### src/sv/mbrpt_pkg.sv
// mbrpt_pkg: shared types and constants for the MBR partition table parser.
// Used by mbrpt_result_unit and mbr_partition_table_parser; no dependencies.
`timescale 1ns / 1ps
`default_nettype none

package mbrpt_pkg;

    localparam int TABLE_OFFSET = 'h1BE;
    localparam int TABLE_BYTES  = 64;
    localparam int SIG_OFFSET   = 510;

    localparam logic [7:0] SIG_BYTE0 = 8'h55;
    localparam logic [7:0] SIG_BYTE1 = 8'hAA;

    localparam logic [7:0] TYPE_T39   = 8'h39;
    localparam logic [7:0] TYPE_EXT2  = 8'h83;
    localparam logic [7:0] TYPE_DOS0  = 8'h01;
    localparam logic [7:0] TYPE_DOS1  = 8'h04;
    localparam logic [7:0] TYPE_DOS2  = 8'h06;
    localparam logic [7:0] TYPE_DOS3  = 8'h0b;
    localparam logic [7:0] TYPE_DOS4  = 8'h0c;
    localparam logic [7:0] TYPE_XLNK0 = 8'h05;
    localparam logic [7:0] TYPE_XLNK1 = 8'h0f;
    localparam logic [7:0] TYPE_XLNK2 = 8'h85;

    localparam logic [1:0] KIND_OTHER = 2'd0;
    localparam logic [1:0] KIND_T39   = 2'd1;
    localparam logic [1:0] KIND_EXT2  = 2'd2;
    localparam logic [1:0] KIND_DOS   = 2'd3;

    // Readout steps per entry: type byte, four start bytes, four length bytes.
    localparam logic [3:0] STEP_TYPE       = 4'd0;
    localparam logic [3:0] STEP_START_LAST = 4'd4;
    localparam logic [3:0] STEP_LEN_LAST   = 4'd8;

    localparam logic [3:0] ENTRY_TYPE_BYTE  = 4'd4;
    localparam logic [3:0] ENTRY_START_BYTE = 4'd8;

    localparam logic [1:0] ENTRY_LAST = 2'd3;

    typedef struct packed {
        logic [7:0] byte_value;
        logic       sector_start;
    } item_t;

    typedef struct packed {
        logic        status;
        logic [1:0]  entry_number;
        logic [1:0]  kind;
        logic [1:0]  kind_index;
        logic        is_extended;
        logic [31:0] start_sector;
        logic [31:0] length_sectors;
        logic [31:0] end_sector;
        logic        last_result;
    } result_t;

    typedef struct packed {
        logic       valid;
        logic [1:0] entry;
        logic [3:0] step;
    } rd_tag_t;

    function automatic logic [1:0] type_kind(input logic [7:0] t);
        logic [1:0] k;
        k = KIND_OTHER;
        if (t == TYPE_T39)
            k = KIND_T39;
        else if (t == TYPE_EXT2)
            k = KIND_EXT2;
        else if (t inside {TYPE_DOS0, TYPE_DOS1, TYPE_DOS2, TYPE_DOS3, TYPE_DOS4})
            k = KIND_DOS;
        return k;
    endfunction

    function automatic logic type_is_link(input logic [7:0] t);
        return t inside {TYPE_XLNK0, TYPE_XLNK1, TYPE_XLNK2};
    endfunction

endpackage

`default_nettype wire

### src/sv/mbrpt_result_unit.sv
// mbrpt_result_unit: assembles table entries from the readout byte stream,
// keeps per-kind counts and registers the result words. Depends on mbrpt_pkg.
`timescale 1ns / 1ps
`default_nettype none

module mbrpt_result_unit
    import mbrpt_pkg::*;
(
    input  wire logic       clk,
    input  wire logic       rst_n,
    input  wire rd_tag_t    rd,
    input  wire logic [7:0] rdata,
    input  wire logic       sig_err,
    output logic            result_valid,
    output result_t         result
);

    logic [7:0]  type_reg, type_next;
    logic [31:0] start_reg, start_next;
    logic [31:0] len_reg, len_next;
    logic [1:0]  cnt_reg [3];
    logic [1:0]  cnt_next [3];
    logic [1:0]  cnt_base [3];
    logic        result_valid_reg, result_valid_next;
    result_t     result_reg, result_next;

    logic [1:0]  kind;
    logic [1:0]  kidx;
    logic [31:0] len_full;
    logic        entry_done;

    assign len_full   = {rdata, len_reg[31:8]};
    assign entry_done = rd.valid && (rd.step == STEP_LEN_LAST);
    assign kind       = type_kind(type_reg);

    always_comb
    begin
        type_next  = type_reg;
        start_next = start_reg;
        len_next   = len_reg;
        if (rd.valid)
        begin
            if (rd.step == STEP_TYPE)
                type_next = rdata;
            else if (rd.step <= STEP_START_LAST)
                start_next = {rdata, start_reg[31:8]};
            else
                len_next = len_full;
        end
    end

    always_comb
    begin
        for (int i = 0; i < 3; i++)
        begin
            cnt_base[i] = (rd.entry == 2'd0) ? 2'd0 : cnt_reg[i];
            cnt_next[i] = cnt_reg[i];
        end
        kidx = 2'd0;
        if (kind != KIND_OTHER)
            kidx = cnt_base[kind - 2'd1];
        if (entry_done)
        begin
            for (int i = 0; i < 3; i++)
                cnt_next[i] = cnt_base[i];
            if (kind != KIND_OTHER)
                cnt_next[kind - 2'd1] = kidx + 2'd1;
        end
    end

    always_comb
    begin
        result_valid_next = 1'b0;
        result_next       = result_reg;
        if (sig_err)
        begin
            result_valid_next       = 1'b1;
            result_next             = '0;
            result_next.status      = 1'b1;
            result_next.last_result = 1'b1;
        end
        else if (entry_done)
        begin
            result_valid_next          = 1'b1;
            result_next.status         = 1'b0;
            result_next.entry_number   = rd.entry;
            result_next.kind           = kind;
            result_next.kind_index     = kidx;
            result_next.is_extended    = type_is_link(type_reg);
            result_next.start_sector   = start_reg;
            result_next.length_sectors = len_full;
            result_next.end_sector     = start_reg + len_full;
            result_next.last_result    = (rd.entry == ENTRY_LAST);
        end
    end

    always_ff @(posedge clk or negedge rst_n)
    begin
        if (!rst_n)
        begin
            result_valid_reg <= 1'b0;
            for (int i = 0; i < 3; i++)
                cnt_reg[i] <= 2'd0;
        end
        else
        begin
            result_valid_reg <= result_valid_next;
            for (int i = 0; i < 3; i++)
                cnt_reg[i] <= cnt_next[i];
        end
    end

    always_ff @(posedge clk)
    begin
        type_reg   <= type_next;
        start_reg  <= start_next;
        len_reg    <= len_next;
        result_reg <= result_next;
    end

    assign result_valid = result_valid_reg;
    assign result       = result_reg;

endmodule

`default_nettype wire

### src/sv/mbr_partition_table_parser.sv
// mbr_partition_table_parser: top level; byte position, table memory,
// signature check and entry readout. Depends on mbrpt_pkg, mbrpt_result_unit.
// Takes one byte word per cycle while busy is low. After the last sector byte:
// an error word in the next cycle, or four entry words, each read byte by byte
// through the single table memory read port. The readout runs while the next
// sector loads; busy rises only if that sector reaches the table offset first.
// The receiver cannot stall. Reset clears position, readout and counts.
`timescale 1ns / 1ps
`default_nettype none

module mbr_partition_table_parser
    import mbrpt_pkg::*;
#(
    parameter int SECTOR_BYTES = 512
)
(
    input  wire logic  clk,
    input  wire logic  rst_n,
    input  wire logic  start,
    output logic       busy,
    input  wire item_t item,
    output logic       result_valid,
    output result_t    result
);

    localparam int POS_W = $clog2(SECTOR_BYTES);
    localparam logic [POS_W-1:0] POS_LAST = POS_W'(SECTOR_BYTES - 1);
    localparam logic [POS_W-1:0] TBL_LO   = POS_W'(TABLE_OFFSET);
    localparam logic [POS_W-1:0] TBL_HI   = POS_W'(TABLE_OFFSET + TABLE_BYTES);
    localparam logic [POS_W-1:0] SIG0_POS = POS_W'(SIG_OFFSET);
    localparam logic [POS_W-1:0] SIG1_POS = POS_W'(SIG_OFFSET + 1);

    logic [POS_W-1:0] pos_reg, pos_next;
    logic [7:0]       sig0_reg, sig0_next;
    logic [7:0]       sig1_reg, sig1_next;
    logic             drain_reg, drain_next;
    logic [1:0]       entry_reg, entry_next;
    logic [3:0]       step_reg, step_next;
    rd_tag_t          rd_reg, rd_next;

    logic [7:0] table_mem [0:TABLE_BYTES-1];
    logic [7:0] rdata_reg;

    logic             accept;
    logic [POS_W-1:0] pos_cur;
    logic [POS_W-1:0] tbl_off;
    logic             tbl_hit;
    logic             last_byte;
    logic [7:0]       sig0_eff;
    logic [7:0]       sig1_eff;
    logic             sig_ok;
    logic             sig_err;
    logic [3:0]       rd_off;
    logic [5:0]       raddr;

    assign busy      = (drain_reg || rd_reg.valid) && (pos_reg >= TBL_LO);
    assign accept    = start && !busy;
    assign pos_cur   = item.sector_start ? '0 : pos_reg;
    assign tbl_off   = pos_cur - TBL_LO;
    assign tbl_hit   = (pos_cur >= TBL_LO) && (pos_cur < TBL_HI);
    assign last_byte = (pos_cur == POS_LAST);

    assign sig0_eff = (pos_cur == SIG0_POS) ? item.byte_value : sig0_reg;
    assign sig1_eff = (pos_cur == SIG1_POS) ? item.byte_value : sig1_reg;
    assign sig_ok   = (sig0_eff == SIG_BYTE0) && (sig1_eff == SIG_BYTE1);
    assign sig_err  = accept && last_byte && !sig_ok;

    assign rd_off = (step_reg == STEP_TYPE) ? ENTRY_TYPE_BYTE
                                            : step_reg + (ENTRY_START_BYTE - 4'd1);
    assign raddr  = {entry_reg, rd_off};

    always_comb
    begin
        pos_next  = pos_reg;
        sig0_next = sig0_reg;
        sig1_next = sig1_reg;
        if (accept)
        begin
            pos_next = last_byte ? '0 : pos_cur + POS_W'(1);
            if (pos_cur == SIG0_POS)
                sig0_next = item.byte_value;
            if (pos_cur == SIG1_POS)
                sig1_next = item.byte_value;
        end
    end

    always_comb
    begin
        drain_next = drain_reg;
        entry_next = entry_reg;
        step_next  = step_reg;
        if (drain_reg)
        begin
            if (step_reg == STEP_LEN_LAST)
            begin
                step_next = STEP_TYPE;
                if (entry_reg == ENTRY_LAST)
                    drain_next = 1'b0;
                else
                    entry_next = entry_reg + 2'd1;
            end
            else
                step_next = step_reg + 4'd1;
        end
        if (accept && last_byte && sig_ok)
        begin
            drain_next = 1'b1;
            entry_next = 2'd0;
            step_next  = STEP_TYPE;
        end
        rd_next.valid = drain_reg;
        rd_next.entry = entry_reg;
        rd_next.step  = step_reg;
    end

    always_ff @(posedge clk or negedge rst_n)
    begin
        if (!rst_n)
        begin
            pos_reg   <= '0;
            drain_reg <= 1'b0;
            entry_reg <= 2'd0;
            step_reg  <= STEP_TYPE;
            rd_reg    <= '0;
        end
        else
        begin
            pos_reg   <= pos_next;
            drain_reg <= drain_next;
            entry_reg <= entry_next;
            step_reg  <= step_next;
            rd_reg    <= rd_next;
        end
    end

    always_ff @(posedge clk)
    begin
        sig0_reg <= sig0_next;
        sig1_reg <= sig1_next;
    end

    always_ff @(posedge clk)
    begin
        if (accept && tbl_hit)
            table_mem[tbl_off[5:0]] <= item.byte_value;
        if (drain_reg)
            rdata_reg <= table_mem[raddr];
    end

    mbrpt_result_unit u_result (
        .clk          (clk),
        .rst_n        (rst_n),
        .rd           (rd_reg),
        .rdata        (rdata_reg),
        .sig_err      (sig_err),
        .result_valid (result_valid),
        .result       (result)
    );

endmodule

`default_nettype wire

### config.mk
export PLATFORM = sky130hd
export DESIGN_NAME = mbr_partition_table_parser
export DESIGN_NICKNAME = d
export VERILOG_FILES = /design/src/sv/mbrpt_pkg.sv /design/src/sv/mbrpt_result_unit.sv /design/src/sv/mbr_partition_table_parser.sv
export SDC_FILE = /design/constraint.sdc
export NUM_CORES = 1
export LEC_CHECK = 0
export BUFFER_PORTS_ARGS = -buffer_cell sky130_fd_sc_hd__buf_2
export CAP_MARGIN = 20
export CORE_MARGIN = 2
export CORE_UTILIZATION = 40
export CTS_CLUSTER_SIZE = 20
export DETAILED_ROUTE_END_ITERATION = 8
export GPL_TIMING_DRIVEN = 0
export PLACE_DENSITY = 0.64
export SLEW_MARGIN = 10
export SYNTH_ARGS = -nofsm -noshare
export SYNTH_HDL_FRONTEND = slang
export SYNTH_HIERARCHICAL = 1
export SYNTH_SLANG_ARGS = --single-unit
### constraint.sdc
create_clock -name clk -period 3.75 [get_ports clk]
set_clock_uncertainty 0.1 [all_clocks]
set_input_delay 0.375 -clock clk [delete_from_list [all_inputs] [get_ports clk]]
set_output_delay 0.375 -clock clk [all_outputs]
set_load 0.05 [all_outputs]
==> results.yml, run 1 <==
power_and_ir_drop:
  net_switching_power_of_the_design_mw: 3.53
  power_density_mw_per_mm2: 454
  leakagePower_nw: 13.1
  part_of_the_power_in_the_clock_network_pct: 45.9
  pwr-share-comb_pct: 1.3
  intPower_mw: 13.2
  seqPwrFrac_pct: 52.8
  switching_share_pct: 21.1
  vdd_drop_max_v: 0.000354
min_path:
  min_path_cells: 3
  worst_hold_startpoint: "start"
  hp-class: "in2reg"
floorplan:
  die_h_um: 283
  core_area_mm2: 0.0772
  die_area_mm2: 0.0800
  ioPinCount: 119
  dieWidth_um: 283
  core.rowCount: 102
  initial_cell_density_of_the_core_pct: 40.3
clock_network:
  cts_num_sinks: 735
  clk_pin_slew_ps: 60
  clock_path_buffers: 3
  htree_levels: 3
  clk-insertion-delay-late_ps: 650
  cts_tree: "yes"
  cts-root-buf: "sky130_fd_sc_hd__clkbuf_16"
  number_of_buffers_created_by_cts: 78
synthesis:
  ys_async_sr_fraction_pct: 4.08
  synth.ff_latch_count: 735
  syn-mean-instance-area_um2: 13.4
  synth_seq_area_share_pct: 67.1
  net_count_after_synthesis: 2377
  synth-main-ff-cell: "sky130_fd_sc_hd__edfxtp_1"
  number_of_enable_type_register_cells_in_the_synthesized_netlist: 600
  synth.lib_cells_used.distinct: 103
  synth.cell_area_mm2: 0.0311
  yosysWarnings: 6
  netlist_instances: 2324
worst_setup_path:
  timing.critical_path.from: "step_reg[0]"
  worstPathRequired_ps: 4010
  critical_path_class: "reg2reg"
  worst_case_register_to_register_setup_slack_ps: -10
  critPathMaxStageDelay_ps: 560
  path_buf_inv: 6
  worst_path_max_delay_cell: "sky130_fd_sc_hd__buf_2"
  crit_path_cell_trace: "buf_12, buf_4, buf_12, buf_4, buf_4, buf_2, mux2i_1, a22oi_1, o221ai_1, o211ai_1, o2111ai_1, o211ai_1"
  r2r.worst_path.cells: 12
  rr_endpoint: "rdata_reg[2]"
  worstSetupEndpointType: "flop"
  timing.critical_path.from_type: "flop"
  timing.rr.start: "step_reg[0]"
  critPathMaxFanout: 10
  cpLargestDelayFamily: "buffers and inverters"
  path_depth: 12
  cp-endpoint: "rdata_reg[2]"
  cp.arrival_ps: 4030
  cpMostUsedCell: "sky130_fd_sc_hd__buf_4"
flow_run:
  maxCapViolCount: 0
placed_design:
  port_buffer_count: 117
  dpl_worst_slack_ps: -2180
  post_dp_cell_area_mm2: 0.0331
  hpwl_um: 72000
  finalWeightedCongestion: 1.03
sta:
  report.final.setup_viol: 1
  final_max_slew_viol_count: 0
  fin_hold_ws_ps: 77.4
  worstMarginPinSlew_ps: 1010
  rsz_0062_raised_after_global_routing: "yes"
  worst_max_slew_margin_expressed_relative_to_the_limit_pct: 32.4
  fmax_mhz: 266
  finalCritPeriodShare_pct: 100
  fin_crit_ps: 3760
  finalHoldViolCount: 0
  final.setup.worst_slack_ps: -13.9
layout:
  layout-area-overhead-vs-synth_pct: 18.0
  drive_gt1_share_pct: 21.0
  largest_register_ffs: 512
  mostFrequentLayoutCell: "sky130_fd_sc_hd__edfxtp_1"
  fillerInstances: 6764
  final_net_count: 2613
  final_cell_mix: "sky130_fd_sc_hd__edfxtp_1, sky130_fd_sc_hd__nand2_1, sky130_fd_sc_hd__a21oi_1, sky130_fd_sc_hd__buf_2, sky130_fd_sc_hd__dfxtp_1"
  fin_area_mm2: 0.0367
global_route:
  grt_max_degree: 69
  grt_pass1_vias: 21300
  grt_first_pass_wirelength_um: 150000
  grt_usage_pct: 25.6
  globalRoute.totalOverflow: 0
  antenna_violations_before_repair: 2
routing:
  vias_per_cell: 6.04
  drc: 0
  firstDrtPassIters: 8
  drtAntennaViolNets: 0
  wirelength_um: 105000
  route.vias.total: 22120
  first_drt_iteration_drcs: 2854
  wire_per_inst_um: 28.6
run_status:
  failed_checks: "negative setup slack"
  outcome: "finished, violations left"
## per-stage QoR
| step | total power, mW | util, % | instances | TNS (ps) |
|---|---|---|---|---|
| 2_1_floorplan | 9.03 | - | 2324 | 0 |
| 3_3_place_gp | 9.16 | 42.8 | 3481 | -147540 |
| 3_5_place_dp | 9.17 | 42.9 | 3487 | -161940 |
| 4_1_cts | 16.7 | 47.0 | 3650 | -4650 |
| 5_1_grt | 17.1 | 47.6 | 3662 | -2330 |
| 6_report | 16.7 | 47.6 | 3663 | -13.9 |
## worst register-to-register path: stages, from the launching register on
cell	delay, ps
sky130_fd_sc_hd__dfrtp_1	410
sky130_fd_sc_hd__buf_12	160
sky130_fd_sc_hd__buf_4	130
sky130_fd_sc_hd__buf_12	110
sky130_fd_sc_hd__buf_4	250
sky130_fd_sc_hd__buf_4	340
sky130_fd_sc_hd__buf_2	560
sky130_fd_sc_hd__mux2i_1	190
sky130_fd_sc_hd__a22oi_1	190
sky130_fd_sc_hd__o221ai_1	310
sky130_fd_sc_hd__o211ai_1	270
sky130_fd_sc_hd__o2111ai_1	160
sky130_fd_sc_hd__o211ai_1	300
## worst min-delay path by stage
stage | endpoint | slack (ps)
6_report | pos_reg[7] | 80
5_1_grt | pos_reg[7] | 90
4_1_cts | pos_reg[7] | 50
3_5_place_dp | rd_reg[5] | 310
3_3_place_gp | rd_reg[3] | 310
2_1_floorplan | drain_reg | -20
## area by class of cell
cell class	count	area (um^2)	share of cell area [%]
well taps	1040	1300	3.54
repair buffers	158	993	2.70
inverters	25	104	0.283
flip-flops and latches	735	20900	56.8
plain buffers	148	1060	2.89
multi-input cells	1414	9850	26.8
clock buffers	104	2070	5.63
clock inverters	38	478	1.30
diodes	1	2.50	0.00681
## kinds of logic after synthesis
group | count (synthesis) | synth area share (%)
compound gates | 555 | 12.4
xor+xnor | 28 | 0.812
fa+ha+maj | 41 | 1.67
buf+inv | 175 | 2.61
flops | 735 | 67.1
mux | 130 | 5.33
simple gates | 660 | 10.1
## per-layer routing
layer  vias up  part of all wire, %  global-route usage, %
li1       9428                    -                      -
met1     11077                   38                   32.5
met2      1329                   47                   42.0
met3       282                  9.3                   5.14
met4         4                  5.3                   12.3
met5         -                0.026                      0
## power groups by stage
stage | combinational (mW) | clock, mW | sequential (mW)
floorplan | 0.0531 | 0 | 8.98
global placement | 0.176 | 0 | 8.98
detailed placement | 0.192 | 0 | 8.98
CTS | 0.198 | 7.73 | 8.81
global route | 0.224 | 8.04 | 8.81
finish | 0.209 | 7.66 | 8.81
## repair_timing
action                                  in CTS  in global routing
hold buffers                                 1                  0
resized for setup                          145                 90
buffers inserted                            22                 12
hold endpoints to repair                    30                  0
pin swaps                                    6                 15
endpoints found under the setup margin     359                468
## Yosys cell counts, drive strengths merged, types with 13 or more instances
| master | instances | area [um^2] |
|---|---|---|
| a211oi | 13 | 115 |
| a21o | 18 | 135 |
| a21oi | 171 | 871 |
| a22o | 13 | 114 |
| a22oi | 15 | 113 |
| a31oi | 24 | 150 |
| and3 | 20 | 125 |
| buf | 70 | 419 |
| clkbuf | 80 | 300 |
| dfrtp | 30 | 751 |
| dfxtp | 105 | 2100 |
| edfxtp | 600 | 18000 |
| ha | 40 | 500 |
| inv | 22 | 82.6 |
| mux2 | 43 | 488 |
| mux2i | 63 | 631 |
| mux4 | 24 | 541 |
| nand2 | 313 | 1180 |
| nand2b | 26 | 170 |
| nand3 | 36 | 198 |
| nand4 | 14 | 103 |
| nor2 | 145 | 547 |
| nor3 | 29 | 145 |
| o211ai | 32 | 268 |
| o21a | 15 | 113 |
| o21ai | 68 | 348 |
| o221ai | 77 | 674 |
| xnor2 | 20 | 175 |
No activity file was read; power rests on OpenSTA's default activity.
==> run 2, diff against run 1 <==
--- a/config.mk
+++ b/config.mk
@@ -6,4 +6,5 @@
 export NUM_CORES = 1
 export LEC_CHECK = 0
+export ABC_AREA = 1
 export BUFFER_PORTS_ARGS = -buffer_cell sky130_fd_sc_hd__buf_2
 export CAP_MARGIN = 20
@@ -19,2 +20,3 @@
 export SYNTH_HIERARCHICAL = 1
 export SYNTH_SLANG_ARGS = --single-unit
+export TNS_END_PERCENT = 30
==> constraint.sdc (replaced) <==
create_clock -name clk -period 3.75 [get_ports clk]
set_clock_uncertainty 0.1 [all_clocks]
set_input_delay 0.9375 -clock clk [delete_from_list [all_inputs] [get_ports clk]]
set_output_delay 0.9375 -clock clk [all_outputs]
set_load 0.05 [all_outputs]
==> run 2 against run 1 <==
Against the previous run:
- the flow still finishes with violations (negative setup slack)
- maximum frequency down 5.5%
- sequential share of layout area is essentially flat
- final cell count grew 11%
- clock power hardly changed
- first-iteration DRC count shrank 3.6%
==> results.yml, run 2 <==
sta:
  report.final.setup_viol: 100
  rsz_0062_raised_after_global_routing: "yes"
  fmax_mhz: 251
  finalCritPeriodShare_pct: 106
  worstMarginPinSlew_ps: 1100
  fin_crit_ps: 3980
  worst_max_slew_margin_expressed_relative_to_the_limit_pct: 26.1
  finalHoldViolCount: 0
  final.setup.worst_slack_ps: -234
  final_max_slew_viol_count: 0
min_path:
  hp-class: "in2async"
synthesis:
  synth.top_cells.by_area: "sky130_fd_sc_hd__edfxtp_1, sky130_fd_sc_hd__dfxtp_1, sky130_fd_sc_hd__nand2_1"
  net_count_after_synthesis: 2811
  synth.lib_cells_used.distinct: 56
  netlist_instances: 2758
  syn-mean-instance-area_um2: 11.5
  synth_seq_area_share_pct: 66.1
  number_of_enable_type_register_cells_in_the_synthesized_netlist: 600
  synth_top_cell_by_area: "sky130_fd_sc_hd__edfxtp_1"
  synth.cell_area_mm2: 0.0316
  synthTopCellsByCount: "sky130_fd_sc_hd__edfxtp_1, sky130_fd_sc_hd__nand2_1, sky130_fd_sc_hd__nand3_1"
  synth.ff_latch_count: 735
  synth_top_area_share_pct: 57.0
  synth-main-ff-cell: "sky130_fd_sc_hd__edfxtp_1"
  yosysWarnings: 6
  yosysMostFrequentCell: "sky130_fd_sc_hd__edfxtp_1"
  ys_async_sr_fraction_pct: 4.08
clock_network:
  number_of_buffers_created_by_cts: 74
  cts_tree: "yes"
  htree_levels: 3
  clock_path_buffers: 3
  cts-root-buf: "sky130_fd_sc_hd__clkbuf_16"
  clk_pin_slew_ps: 60
  cts_num_sinks: 735
  clk-insertion-delay-late_ps: 640
worst_setup_path:
  cp.arrival_ps: 4140
  critPathMaxFanout: 15
  timing.critical_path.from_type: "flop"
  critPathMaxStageDelay_ps: 1080
  cpMostUsedCell: "sky130_fd_sc_hd__nor2_1"
  cpLargestDelayFamily: "simple AND/OR/NAND/NOR gates"
  worstPathRequired_ps: 3900
  critical_path_class: "reg2reg"
  path_buf_inv: 1
  crit_path_cell_trace: "nor2_1, nor2_1, nand2_1, nand2_1, nor2_1, nand2_1, inv_1, nand4_1, nor2_1"
  worst_path_max_delay_cell: "sky130_fd_sc_hd__nor2_1"
  worstSetupEndpointType: "flop"
global_route:
  globalRoute.totalOverflow: 0
  gr-usage-met2_pct: 38.7
  grt_util_met3_pct: 5.06
  grt_usage_pct: 23.8
  met1_track_utilization_from_global_routing_pct: 31.0
  grt-busiest-layer: "met2"
  grt_pass1_vias: 21395
  grt_first_pass_wirelength_um: 142000
  antenna_violations_before_repair: 0
  grt_max_degree: 67
floorplan:
  ioPinCount: 119
  initial_cell_density_of_the_core_pct: 40.2
  dieWidth_um: 285
  die_h_um: 285
  core.rowCount: 103
  die_area_mm2: 0.0812
  core_area_mm2: 0.0786
layout:
  layout.core_utilization_pct: 46.7
  fin_area_mm2: 0.0367
  mostFrequentLayoutCell: "sky130_fd_sc_hd__edfxtp_1"
  final-instance-count-excl-fill: 4082
  final_net_count: 3027
  layout-area-overhead-vs-synth_pct: 16.3
  drive_gt1_share_pct: 19.2
  final_cell_mix: "sky130_fd_sc_hd__edfxtp_1, sky130_fd_sc_hd__nand2_1, sky130_fd_sc_hd__nand3_1, sky130_fd_sc_hd__inv_1, sky130_fd_sc_hd__o211ai_1"
  largest_register_ffs: 512
placed_design:
  post_dp_cell_area_mm2: 0.0337
  dp_cells: 3931
  hpwl_um: 67400
  dpl_worst_slack_ps: -1030
  port_buffer_count: 117
  finalWeightedCongestion: 0.979
flow_run:
  maxCapViolCount: 0
routing:
  vias_per_cell: 5.58
  drc: 0
  route.vias.total: 22771
  first_drt_iteration_drcs: 2750
  wire_per_inst_um: 24.2
  wirelength_um: 98700
  drtAntennaViolNets: 0
  firstDrtPassIters: 6
power_and_ir_drop:
  part_of_the_power_in_the_clock_network_pct: 46.0
  net_switching_power_of_the_design_mw: 3.40
  pwr-share-comb_pct: 1.1
  intPower_mw: 13.3
  seqPwrFrac_pct: 52.9
  leakagePower_nw: 13.7
  vdd_drop_max_v: 0.000415
  switching_share_pct: 20.4
  power_density_mw_per_mm2: 453
run_status:
  outcome: "finished, violations left"
  failed_checks: "negative setup slack"
## run 2: path summary, 6_finish.rpt
kind | slack, ps | startpoint | cells after the start | to
worst max-delay path | -230 | drain_reg | 9 | table_mem[34][1]
worst min-delay path | 270 | rst_n | 1 | pos_reg[8]
worst max register to register | -230 | drain_reg | 9 | table_mem[34][1]
worst min register to register | 350 | u_result/result[104] | 2 | u_result/result[104]
max in group asynchronous | 2740 | rst_n | 1 | pos_reg[0]
min in group clk | 350 | u_result/result[104] | 2 | u_result/result[104]
## run 2: metrics by stage
step,setup TNS [ps],power [mW],hold slack (ps)
after global routing,-32190,17.0,331
final,-11790,16.7,274
after detailed placement,-194430,9.17,336
after global placement,-183670,9.16,327
after CTS,-12230,16.7,292
after floorplan,-762,9.03,278
## run 2: metal layers
metal  up-vias  routed length (um)
met5         -                   0
met4         0                4110
met3       240                9750
met2      1281               46300
met1     10964               38500
li1      10286                   -
## run 2: layout make-up
cell class | instances | area, um^2
fillers | 7112 | 41900
flip-flops and latches | 735 | 20900
multi-input cells | 1642 | 9380
clock buffers | 90 | 2020
well taps | 1050 | 1310
inverters | 248 | 960
repair buffers | 140 | 886
plain buffers | 133 | 818
clock inverters | 43 | 478
diodes | 1 | 2.50
## run 2: kinds of logic (layout without fill, tap and decap cells)
kind of cell / count (synthesis) / in the layout / share of synthesized area (%)
adder cells (fa/ha/maj): 41 / 41 / 1.65
flip-flops: 735 / 735 / 66.1
XOR/XNOR: 16 / 16 / 0.444
AO/OA/AOI/OAI: 458 / 458 / 10.2
other: 0 / 1 / 0
buffers and inverters: 381 / 654 / 5.04
AND/OR/NAND/NOR: 1127 / 1127 / 16.6
## run 2: timing repair
action	in CTS	in global routing
resized for setup	46	87
endpoints found under the setup margin	261	556
hold buffers	0	0
pin swaps	0	8
setup buffers	0	15
cloned	0	2
## run 2: power groups by stage
stage	Combinational, mW	Sequential (mW)	Clock, mW
6_report	0.188	8.81	7.65
5_1_grt	0.201	8.81	8.01
2_1_floorplan	0.0387	8.99	0
3_5_place_dp	0.183	8.99	0
4_1_cts	0.183	8.81	7.70
3_3_place_gp	0.164	8.99	0
